==> config.mk <==
export PLATFORM = sky130hd
export DESIGN_NAME = fan_level_hysteresis_table_core
export DESIGN_NICKNAME = d
export VERILOG_FILES = /design/src/design/fanlvl_pkg.sv /design/src/design/fan_level_hysteresis_table_core.sv /design/src/design/fanlvl_ram.sv
export SDC_FILE = /design/constraint.sdc
export NUM_CORES = 1
export LEC_CHECK = 0
export BUFFER_PORTS_ARGS = -buffer_cell sky130_fd_sc_hd__buf_2
export CORE_MARGIN = 3
export CORE_UTILIZATION = 55
export CTS_CLUSTER_SIZE = 25
export DETAILED_ROUTE_END_ITERATION = 16
export PLACE_DENSITY = 0.74
export SETUP_SLACK_MARGIN = 0.02
export SLEW_MARGIN = 0
export SYNTH_ARGS = -nofsm -noshare
export SYNTH_HDL_FRONTEND = slang
export SYNTH_HIERARCHICAL = 1
export SYNTH_SLANG_ARGS = --single-unit
==> constraint.sdc <==
create_clock -name clock -period 3.31 [get_ports clock]
set_clock_uncertainty 0.2 [all_clocks]
set_input_delay 0.4965 -clock clock [delete_from_list [all_inputs] [get_ports clock]]
set_output_delay 0.4965 -clock clock [all_outputs]
set_load 0.01 [all_outputs]
==> src/design/fanlvl_pkg.sv <==
// ----------------------------------------------------------------------------
// fanlvl_pkg
// Shared constants for the fan level selector: table sizes, item kinds and
// stream word layout.
// ----------------------------------------------------------------------------
package fanlvl_pkg;

   localparam int LEVELS_DEF  = 8;
   localparam int SENSORS_DEF = 4;
   localparam int FANS_DEF    = 2;

   localparam int KIND_W      = 2;
   localparam int TEMP_W      = 9;
   localparam int POINT_W     = 8;
   localparam int RPM_W       = 16;
   localparam int LEVEL_W     = 3;
   localparam int SEL_W       = 2;

   localparam int REQ_DATA_W  = 48;
   localparam int RSP_DATA_W  = 24;

   localparam logic [KIND_W-1:0] KIND_SAMPLE = 2'd0;
   localparam logic [KIND_W-1:0] KIND_THRESH = 2'd1;
   localparam logic [KIND_W-1:0] KIND_RPM    = 2'd2;

endpackage

==> src/design/fan_level_hysteresis_table_core.sv <==
// ----------------------------------------------------------------------------
// fan_level_hysteresis_table_core
// Thermal fan level selector with hysteresis over a loaded level table.
//
// The req stream carries three kinds of words, told apart by req_tuser:
// temperature samples, threshold writes (on and off point per level and
// sensor) and rpm writes (rpm per level and fan). Write words give no
// response. A sample from an active system with valid selectors walks the
// current level down over the off points or up over the on points of the
// sensor chosen by csr_wdata, and answers on the rsp stream with the
// level's rpm, the level and an apply flag.
// The walk compares one level per threshold ram read; req_tready stays low
// until the sample's response is loaded.
// The response sits in an output register; the next word is taken while it
// waits, and a following sample stalls only in its ST_RESP state until the
// receiver takes the earlier response.
// Reset clears the level, the sample history and the applied targets; the
// tables hold nothing until written and need no clearing pass.
// ----------------------------------------------------------------------------
module fan_level_hysteresis_table_core #(
   parameter int LEVELS  = fanlvl_pkg::LEVELS_DEF,
   parameter int SENSORS = fanlvl_pkg::SENSORS_DEF,
   parameter int FANS    = fanlvl_pkg::FANS_DEF
) (
   input  logic                              clock,
   input  logic                              reset,
   input  logic                              csr_we,
   input  logic [fanlvl_pkg::SEL_W-1:0]      csr_wdata,
   input  logic                              req_tvalid,
   output logic                              req_tready,
   // system_active, temperature, fan_select, level_index, sensor_index,
   // on_point, off_point, rpm_value
   input  logic [fanlvl_pkg::REQ_DATA_W-1:0] req_tdata,
   // kind
   input  logic [fanlvl_pkg::KIND_W-1:0]     req_tuser,
   output logic                              rsp_tvalid,
   input  logic                              rsp_tready,
   // rpm, level, apply, zero fill
   output logic [fanlvl_pkg::RSP_DATA_W-1:0] rsp_tdata
);

   import fanlvl_pkg::*;

   localparam int LW  = $clog2(LEVELS);
   localparam int SW  = (SENSORS > 1) ? $clog2(SENSORS) : 1;
   localparam int FW  = (FANS > 1) ? $clog2(FANS) : 1;
   localparam int TA  = $clog2(LEVELS * SENSORS);
   localparam int RA  = $clog2(LEVELS * FANS);
   localparam logic [LW-1:0] LVL_MAX = LW'(LEVELS - 1);
   localparam logic [LW-1:0] LVL_ONE = LW'(1);

   localparam logic [1:0] ST_IDLE = 2'd0;
   localparam logic [1:0] ST_WALK = 2'd1;
   localparam logic [1:0] ST_LOOK = 2'd2;
   localparam logic [1:0] ST_RESP = 2'd3;

   logic [1:0]              state_ff, state_in;
   logic [SEL_W-1:0]        sensor_sel_ff, sensor_sel_in;
   logic [LW-1:0]           cur_level_ff, cur_level_in;
   logic [LW-1:0]           idx_ff, idx_in;
   logic                    up_ff, up_in;
   logic signed [TEMP_W-1:0] temp_ff, temp_in;
   logic                    fan_ff, fan_in;
   logic signed [TEMP_W-1:0] prev_temp_ff [SENSORS];
   logic signed [TEMP_W-1:0] prev_temp_in [SENSORS];
   logic [RPM_W-1:0]        applied_ff [FANS];
   logic [RPM_W-1:0]        applied_in [FANS];
   logic                    rsp_valid_ff, rsp_valid_in;
   logic [RPM_W-1:0]        rsp_rpm_ff, rsp_rpm_in;
   logic [LEVEL_W-1:0]      rsp_level_ff, rsp_level_in;
   logic                    rsp_apply_ff, rsp_apply_in;

   logic                    in_active;
   logic signed [TEMP_W-1:0] in_temp;
   logic                    in_fan;
   logic [2:0]              in_lvl;
   logic [1:0]              in_sen;
   logic [POINT_W-1:0]      in_on;
   logic [POINT_W-1:0]      in_off;
   logic [RPM_W-1:0]        in_rpm;

   logic                    req_fire;
   logic                    sel_ok;
   logic                    fan_ok;
   logic                    start;
   logic [SW-1:0]           sel_idx;
   logic [FW-1:0]           fan_idx;
   logic signed [TEMP_W-1:0] prev_sel;
   logic                    resp_load;

   logic                    thr_we;
   logic [TA-1:0]           thr_wr_addr;
   logic [TA-1:0]           thr_rd_addr;
   logic [2*POINT_W-1:0]    thr_rd;
   logic signed [POINT_W-1:0] on_pt;
   logic signed [POINT_W-1:0] off_pt;

   logic                    rpm_we;
   logic [RA-1:0]           rpm_wr_addr;
   logic [RA-1:0]           rpm_rd_addr;
   logic [RPM_W-1:0]        rpm_rd;

   // request word unpacking
   assign in_active = req_tdata[0];
   assign in_temp   = req_tdata[9:1];
   assign in_fan    = req_tdata[10];
   assign in_lvl    = req_tdata[13:11];
   assign in_sen    = req_tdata[15:14];
   assign in_on     = req_tdata[23:16];
   assign in_off    = req_tdata[31:24];
   assign in_rpm    = req_tdata[47:32];

   assign req_tready = (state_ff == ST_IDLE);
   assign req_fire   = req_tvalid && req_tready;

   assign sel_ok   = int'(sensor_sel_ff) < SENSORS;
   assign fan_ok   = int'(in_fan) < FANS;
   assign sel_idx  = SW'(sensor_sel_ff);
   assign fan_idx  = FW'(fan_ff);
   assign prev_sel = prev_temp_ff[sel_idx];
   assign start    = req_fire && (req_tuser == KIND_SAMPLE) && in_active && sel_ok && fan_ok;

   assign thr_we      = req_fire && (req_tuser == KIND_THRESH) &&
                        (int'(in_lvl) < LEVELS) && (int'(in_sen) < SENSORS);
   assign thr_wr_addr = TA'(int'(in_lvl) * SENSORS + int'(in_sen));
   assign thr_rd_addr = TA'(int'(idx_in) * SENSORS + int'(sensor_sel_ff));
   assign on_pt       = thr_rd[POINT_W-1:0];
   assign off_pt      = thr_rd[2*POINT_W-1:POINT_W];

   assign rpm_we      = req_fire && (req_tuser == KIND_RPM) &&
                        (int'(in_lvl) < LEVELS) && (int'(in_fan) < FANS);
   assign rpm_wr_addr = RA'(int'(in_lvl) * FANS + int'(in_fan));
   assign rpm_rd_addr = RA'(int'(cur_level_ff) * FANS + int'(fan_ff));

   assign resp_load = (state_ff == ST_RESP) && (!rsp_valid_ff || rsp_tready);

   fanlvl_ram #(
      .WIDTH (2 * POINT_W),
      .DEPTH (LEVELS * SENSORS)
   ) u_thr_ram (
      .clock   (clock),
      .wr_en   (thr_we),
      .wr_addr (thr_wr_addr),
      .wr_data ({in_off, in_on}),
      .rd_addr (thr_rd_addr),
      .rd_data (thr_rd)
   );

   fanlvl_ram #(
      .WIDTH (RPM_W),
      .DEPTH (LEVELS * FANS)
   ) u_rpm_ram (
      .clock   (clock),
      .wr_en   (rpm_we),
      .wr_addr (rpm_wr_addr),
      .wr_data (in_rpm),
      .rd_addr (rpm_rd_addr),
      .rd_data (rpm_rd)
   );

   always_comb begin
      state_in      = state_ff;
      sensor_sel_in = csr_we ? csr_wdata : sensor_sel_ff;
      cur_level_in  = cur_level_ff;
      idx_in        = idx_ff;
      up_in         = up_ff;
      temp_in       = temp_ff;
      fan_in        = fan_ff;
      prev_temp_in  = prev_temp_ff;
      applied_in    = applied_ff;
      rsp_valid_in  = rsp_valid_ff && !rsp_tready;
      rsp_rpm_in    = rsp_rpm_ff;
      rsp_level_in  = rsp_level_ff;
      rsp_apply_in  = rsp_apply_ff;

      case (state_ff)
         ST_IDLE: begin
            if (start) begin
               temp_in               = in_temp;
               fan_in                = in_fan;
               idx_in                = cur_level_ff;
               up_in                 = in_temp > prev_sel;
               prev_temp_in[sel_idx] = in_temp;
               if ((in_temp > prev_sel) ||
                   ((in_temp < prev_sel) && (cur_level_ff != '0))) begin
                  state_in = ST_WALK;
               end else begin
                  state_in = ST_LOOK;
               end
            end
         end
         ST_WALK: begin
            if (up_ff) begin
               if (temp_ff >= on_pt) begin
                  cur_level_in = idx_ff;
                  if (idx_ff == LVL_MAX) begin
                     state_in = ST_LOOK;
                  end else begin
                     idx_in = idx_ff + LVL_ONE;
                  end
               end else begin
                  state_in = ST_LOOK;
               end
            end else begin
               if (temp_ff <= off_pt) begin
                  cur_level_in = idx_ff - LVL_ONE;
                  if (idx_ff == LVL_ONE) begin
                     state_in = ST_LOOK;
                  end else begin
                     idx_in = idx_ff - LVL_ONE;
                  end
               end else begin
                  state_in = ST_LOOK;
               end
            end
         end
         ST_LOOK: begin
            state_in = ST_RESP;
         end
         ST_RESP: begin
            if (resp_load) begin
               rsp_valid_in        = 1'b1;
               rsp_rpm_in          = rpm_rd;
               rsp_level_in        = LEVEL_W'(cur_level_ff);
               rsp_apply_in        = rpm_rd != applied_ff[fan_idx];
               applied_in[fan_idx] = rpm_rd;
               state_in            = ST_IDLE;
            end
         end
         default: begin
            state_in = ST_IDLE;
         end
      endcase
   end

   always_ff @(posedge clock) begin
      if (reset) begin
         state_ff      <= ST_IDLE;
         sensor_sel_ff <= '0;
         cur_level_ff  <= '0;
         rsp_valid_ff  <= 1'b0;
         for (int s = 0; s < SENSORS; s++) begin
            prev_temp_ff[s] <= '0;
         end
         for (int f = 0; f < FANS; f++) begin
            applied_ff[f] <= '0;
         end
      end else begin
         state_ff      <= state_in;
         sensor_sel_ff <= sensor_sel_in;
         cur_level_ff  <= cur_level_in;
         rsp_valid_ff  <= rsp_valid_in;
         prev_temp_ff  <= prev_temp_in;
         applied_ff    <= applied_in;
      end
   end

   always_ff @(posedge clock) begin
      idx_ff       <= idx_in;
      up_ff        <= up_in;
      temp_ff      <= temp_in;
      fan_ff       <= fan_in;
      rsp_rpm_ff   <= rsp_rpm_in;
      rsp_level_ff <= rsp_level_in;
      rsp_apply_ff <= rsp_apply_in;
   end

   assign rsp_tvalid = rsp_valid_ff;
   assign rsp_tdata  = {(RSP_DATA_W - RPM_W - LEVEL_W - 1)'(0),
                        rsp_apply_ff, rsp_level_ff, rsp_rpm_ff};

   // level stays inside the table
   a_level_range: assert property (@(posedge clock) disable iff (reset)
      int'(cur_level_ff) < LEVELS)
      else $error("current level beyond table");

   // write words never start a walk
   a_write_idle: assert property (@(posedge clock) disable iff (reset)
      req_fire && (req_tuser != KIND_SAMPLE) |=> state_ff == ST_IDLE)
      else $error("write word left idle");

   // an upward walk never lowers the level
   a_up_monotonic: assert property (@(posedge clock) disable iff (reset)
      (state_ff == ST_WALK) && up_ff |=> cur_level_ff >= $past(cur_level_ff))
      else $error("upward walk lowered level");

   // a loaded response reports the settled level
   a_resp_level: assert property (@(posedge clock) disable iff (reset)
      resp_load |=> rsp_tvalid && (rsp_tdata[18:16] == LEVEL_W'(cur_level_ff)))
      else $error("response level mismatch");

endmodule

==> src/design/fanlvl_ram.sv <==
// ----------------------------------------------------------------------------
// fanlvl_ram
// Generic single write port, single read port ram with registered read data.
// ----------------------------------------------------------------------------
module fanlvl_ram #(
   parameter int WIDTH = 16,
   parameter int DEPTH = 32
) (
   input  logic                     clock,
   input  logic                     wr_en,
   input  logic [$clog2(DEPTH)-1:0] wr_addr,
   input  logic [WIDTH-1:0]         wr_data,
   input  logic [$clog2(DEPTH)-1:0] rd_addr,
   output logic [WIDTH-1:0]         rd_data
);

   logic [WIDTH-1:0] mem_ff [DEPTH];
   logic [WIDTH-1:0] rd_data_ff;

   always_ff @(posedge clock) begin
      if (wr_en) begin
         mem_ff[wr_addr] <= wr_data;
      end
      rd_data_ff <= mem_ff[rd_addr];
   end

   assign rd_data = rd_data_ff;

endmodule

# Yosys cells after proc, flatten, opt, wreduce, memory -nomap -nowiden
# Memories as Yosys holds them, arrays and structs flattened. A register that Yosys moved wholly into a read port is not among the register bits.
# Cells that the tools add are included.
dict set report totals {
  in_bits 57
  memories 2
  out_inout_bits 26
  ff_bits 110
  ramBits 768
  word_cells 107
}
dict set report classes {
  muxes 37
  reduce_logical 22
  n_addsub 6
  bitwise_logic 2
  n_lt_le_gt_ge 8
  eq_ne 13
}
# name depth width rd rd_ports_with_merged_regs write_ports line_no
set memory_table {}
lappend memory_table {u_thr_ram.mem_ff 32 16 1 1 1 fanlvl_ram.sv:17} ;# logic [WIDTH-1:0] mem_ff [DEPTH];
lappend memory_table {u_rpm_ram.mem_ff 16 16 1 1 1 fanlvl_ram.sv:17}
# operator count
set ops {}
lappend ops {{$mux W16} 4}
lappend ops {{$bwmux W36} 1}
lappend ops {{$bwmux W32} 1}
lappend ops {{$mux W3} 9}
lappend ops {{$mux W9} 3}
lappend ops {{$bmux W9 S2} 1}
lappend ops {{$demux W9 S2} 1}
lappend ops {{$demux W16 S1} 1}
lappend ops {{$mux W2} 8}
lappend ops {{$ne A16 B16 Y1} 1}
lappend ops {{$add A5 B2 Y5} 2}
lappend ops {{$logic_and A1 B1 Y1} 10}
lappend ops {{$ge A9 B8 Y1} 1}
lappend ops {{$gt A9 B9 Y1} 1}
lappend ops {{$le A9 B8 Y1} 1}
lappend ops {{$lt A9 B9 Y1} 1}
lappend ops {{$add A4 B1 Y4} 2}
lappend ops {{$ne A4 B4 Y1 const B} 2}
lappend ops {{$pmux W2 S4} 1}
lappend ops {{$eq A2 B2 Y1 const B} 3}
lappend ops {{$mux W1} 6}
lappend ops {{$pmux W3 S2} 1}
lappend ops {{$eq A2 B1 Y1 const B} 2}
lappend ops {{$logic_not A2 Y1} 2}
lappend ops {{19 further kinds} 23}

# Depth between registers and ports, before layout
dict set report depth {
  ltp_word 10
  ltp_mapped 15
}

# By module
# Netlist, hierarchy kept.
# mod area_each_um2 instances cells_each seq_area_each_um2
set by_module_without_submodules {}
lappend by_module_without_submodules {{fanlvl_ram (u_thr_ram)} 20535.9 1 1143 15695.1}
lappend by_module_without_submodules {{fanlvl_ram (u_rpm_ram)} 10043.4 1 432 8007.7}
lappend by_module_without_submodules {fan_level_hysteresis_table_core 5482.8 1 555 2512.4}

# Least setup slack after synthesis
# No wires, ideal clock.
dict set report synth_timing {
  path_type {register to register}
  startpoint {reg temp_ff[7]}
  endpoint {reg u_thr_ram.rd_data_ff[10], in the netlist u_thr_ram/rd_data[10], read port of u_thr_ram.mem_ff}
  setup_slack_ps -362
  required_time_ps 2986
  stages_incl_launch_ff 15
  arrival_ps 3348
  path_buffers 3
  setup_ps 124
  path_cell_list {edfxtp_1 -> ha_1 -> a211oi_1 -> nand2_1 -> a2111o_1 -> a21oi_1 -> mux2_2 -> o311ai_0 -> buf_6 -> or2_1 -> buf_2 -> clkbuf_1 -> nor3_1 -> a31oi_1 -> nand3_1}
}
dict set report synth_via {
  elab_chain_cells 5
  word_cells_on_any_way 7
}
# element line_no
set synth_lines {}
lappend synth_lines {{start, declared} fan_level_hysteresis_table_core.sv:62} ;# logic signed [TEMP_W-1:0] temp_ff, temp_in;
lappend synth_lines {{start signal, assigned} fan_level_hysteresis_table_core.sv:261} ;# temp_ff <= temp_in;
lappend synth_lines {{$le A9 B8 Y1 / $ge A9 B8 Y1 (equally long branches)} {fan_level_hysteresis_table_core.sv:205, fan_level_hysteresis_table_core.sv:194}}
lappend synth_lines {{$mux W3 (on tied branches)} {fan_level_hysteresis_table_core.sv:205, fan_level_hysteresis_table_core.sv:194}}
lappend synth_lines {{$mux W3 (*)} fan_level_hysteresis_table_core.sv:193} ;# if (up_ff) begin
lappend synth_lines {{$pmux W3 S2 (*)} fan_level_hysteresis_table_core.sv:176} ;# case (state_ff)
lappend synth_lines {{named net idx_in[1]} fan_level_hysteresis_table_core.sv:60} ;# logic [LW-1:0] idx_ff, idx_in;
lappend synth_lines {{$add A5 B2 Y5 (*)} fan_level_hysteresis_table_core.sv:126} ;# assign thr_rd_addr = TA'(int'(idx_in) * SENSORS + int'(sensor_sel_ff));
lappend synth_lines {{end, declared} fanlvl_ram.sv:18} ;# logic [WIDTH-1:0] rd_data_ff;
# Mark *: on every way through the listed nets, which the timed path passes. The rest lies on a longest branch.
# A chain may end at the register's enable or synchronous reset.

# Worst setup path after layout
dict set report layout_timing {
  startpoint {reg temp_ff[4]}
  endpoint {reg u_thr_ram.rd_data_ff[6], in the netlist u_thr_ram/rd_data[6], read port of u_thr_ram.mem_ff}
}
# The elaborated chain is that of the path after synthesis.

==> impl_metrics.json <==
{
  "coreArea_um2": 64700,
  "use_met2": 0.382,
  "power_density_nw_per_um2": 691,
  "die_w_um": 262,
  "vdd_drop_max_v": 0.000454,
  "overflow": 0,
  "drc_errors": 0,
  "yosysTopAreaCell": "edfxtp_1",
  "top_usage_layer": "met2",
  "cp-start-kind": "flip-flop",
  "crit_required_ns": 3.61,
  "ys.flop_type": "edfxtp_1",
  "h-tree-depth": 3,
  "synth_area_leaders": "edfxtp_1 67%, mux2i_1 8.6%, dfxtp_1 6.2%",
  "final_antenna_net_count": 0,
  "fin_tns_setup_ns": -6.05,
  "fin_crit_ns": 3.77,
  "met3_usage": 0.0480,
  "met1_usage": 0.371,
  "place_inst": 3082,
  "row_count": 93,
  "gp_congestion": 0.915,
  "cp_top_family": "compound AO/OA/AOI/OAI gates",
  "final_core_util": 0.649,
  "grt_pass1_wl_mm": 129,
  "crit_slowest_cell": "edfxtp_1",
  "seq_area_frac_synth": 0.727,
  "p_leak_nw": 14.0,
  "syn_avg_cell_area_um2": 16.9,
  "syn_to_final_growth_pct": 16.5,
  "setup_viol": 16,
  "ys_seq_elements": 910,
  "yosysWarnings": 6,
  "clockBufferDepth": 3,
  "cts_tree": "done",
  "rsz0062_at_grt": "true",
  "setup_slack_ns": -0.456,
  "path_max_fanout": 24,
  "final-hold-violation-count": 0,
  "nNetsFinal": 2452,
  "synth_edf_count": 799,
  "syn_area_um2": 36100,
  "grt_max_degree": 135,
  "first_pass_iters": 6,
  "slowest_delay_ns": 0.48,
  "cap_viol_max_count": 0,
  "track_usage": 0.252,
  "yosysMostFrequentCell": "edfxtp_1",
  "fin_cells": 3295,
  "antenna_found_initial": 3,
  "cts_sinks": 910,
  "cts-buffers-inserted": 91,
  "async_reset_ff_frac": 0,
  "crit_top_cell": "buf_12",
  "critPathCaptureType": "flip-flop",
  "timing.critical_path.cells": "buf_4 -> ha_1 -> o21ai_0 -> nor2_1 -> o31ai_2 -> a211oi_1 -> or2_4 -> o211ai_1 -> and2_2 -> buf_12 -> buf_12 -> a22o_1 -> nor3_1 -> a31oi_2 -> nand3_1",
  "violations": "negative setup slack",
  "path_class": "reg -> reg",
  "worst-path-buf-inv": 3,
  "hold_path.class": "in -> reg",
  "die_area_um2": 68700,
  "dp_hpwl_mm": 52.0,
  "slew_headroom": 0.269,
  "numPortBuffers": 78,
  "vias": 20400,
  "clkTransAtPathRegs_ns": 0.06,
  "viasPerCell": 6.20,
  "ys_types": 60,
  "period_share": 1.14,
  "fmax_ghz": 0.266,
  "syn_inst": 2130,
  "synth.top_cell.area_share": 0.665,
  "die_y_um": 262,
  "multiInputGateArea_um2": 9330,
  "drt_iter0_drc": 2459,
  "arrival_ns": 4.06,
  "place_area_um2": 38200,
  "initial_core_util": 0.557,
  "stdcell_area_um2": 42000,
  "synth.top_cells.by_count": "799 x edfxtp_1, 310 x mux2i_1, 126 x nand2_1",
  "reg2reg_slack_ns": -0.46,
  "io-pin-count": 83,
  "clk_latency_ns": 0.64,
  "cts_root_buffer": "clkbuf_16",
  "drive_gt1_frac": 0.216,
  "wirelength_mm": 86.3,
  "report.final.slew_viol_count": 0,
  "fill_cells": 4342,
  "status": "complete, but fails checks",
  "p_total_mw": 29.0,
  "worstMarginPinSlew_ns": 1.10,
  "grt_pass1_vias": 20100,
  "routedWlPerCell_um": 26.2,
  "final-seq-area_um2": 26200
}
where the power goes:
group	switching [mW]	internal, mW
logic	3.24	2.40
registers	0.285	12.8
clock network	4.28	6.02
stage by stage:
stage / hold slack, ns / setup slack (ns)
after floorplan: 0.236 / 0.0226
after global placement: 0.241 / -0.581
after detailed placement: 0.249 / -0.559
after CTS: 0.000134 / -0.365
after global routing: 0.0162 / -0.571
final: 0.0122 / -0.456
worst paths after layout:
path / cells past startpoint / to / startpoint
setup / recovery: 15 / u_thr_ram/rd_data[6]$_DFF_P_ / temp_ff[4]$_DFFE_PP_
hold / removal: 3 / sel_idx[0]$_SDFFE_PP0P_ / csr_we
setup reg to reg: 15 / u_thr_ram/rd_data[6]$_DFF_P_ / temp_ff[4]$_DFFE_PP_
hold reg to reg: 2 / applied_ff[3]$_SDFFE_PP0P_ / applied_ff[3]$_SDFFE_PP0P_
worst min-delay path: cells and delay by family:
kind / cells / cell delay [ns]
buffers and inverters: 1 / 0.11
AND/OR/NAND/NOR: 1 / 0.11
multiplexers: 1 / 0.08
kinds of logic after synthesis:
group | count (synthesis) | synth area share
flops | 910 | 0.727
mux | 386 | 0.134
simple gates | 360 | 0.0465
compound gates | 263 | 0.0502
buf+inv | 157 | 0.0263
fa+ha+maj | 34 | 0.0118
xor+xnor | 19 | 0.00461
other cells | 1 | 0.000104
flip-flops by register name, summed over array words and instances (netlist names), 3 cells and up:
register           flops
idx_ff                 3
temp_ff                9
rsp_rpm_ff            16
applied_ff            32
u_thr_ram/mem_ff     512
cur_level_ff           3
u_rpm_ram/rd_data     16
rsp_level_ff           3
prev_temp_ff          36
u_rpm_ram/mem_ff     256
u_thr_ram/rd_data     16
placed cells by master (no fill, tap or decap), drive strengths merged, types with 3 or more instances in the layout:
cell / count
ha: 34
inv: 47
and3: 5
dlygate4sd3: 15
or2: 3
a31oi: 17
mux2i: 310
or3b: 4
o21ai: 10
a211oi: 9
nand4: 20
bufinv: 8
xnor2: 19
a22oi: 96
nor2b: 7
nor2: 99
nand3b: 7
nor4: 4
clkinvlp: 3
clkinv: 35
edfxtp: 799
nand2: 129
nor3: 26
mux2: 3
nand3: 42
a211o: 3
clkbuf: 117
a22o: 33
dfxtp: 111
a2111oi: 3
a21o: 3
a21oi: 77
conb: 4
buf: 237
mux4: 73
o211ai: 3
nand2b: 6
layout make-up:
cell class | count | share of cell area
antenna | 2 | 0.000119
timing repair buffer | 253 | 0.0527
inverter | 39 | 0.00348
multi-input combinational | 1066 | 0.222
tap | 855 | 0.0255
clock buffer | 116 | 0.0597
clock inverter | 54 | 0.0125
sequential | 910 | 0.624
what timing repair did:
action | 4_1_cts | 5_1_grt
gates resized for setup | 40 | 19
gates cloned | 5 | 1
buffers inserted | 16 | 6
setup endpoints to repair | 16 | 18
hold buffers | 15 | 0
hold endpoints to repair | 36 | 0
pin swaps | 15 | 10
routing by layer:
layer | vias up | share of wire
li1 | 8803 | -
met4 | 0 | 0.028
met3 | 155 | 0.10
met5 | - | 0
met1 | 10400 | 0.40
met2 | 1062 | 0.47
Note: power is estimated with default switching activity, not from simulation.
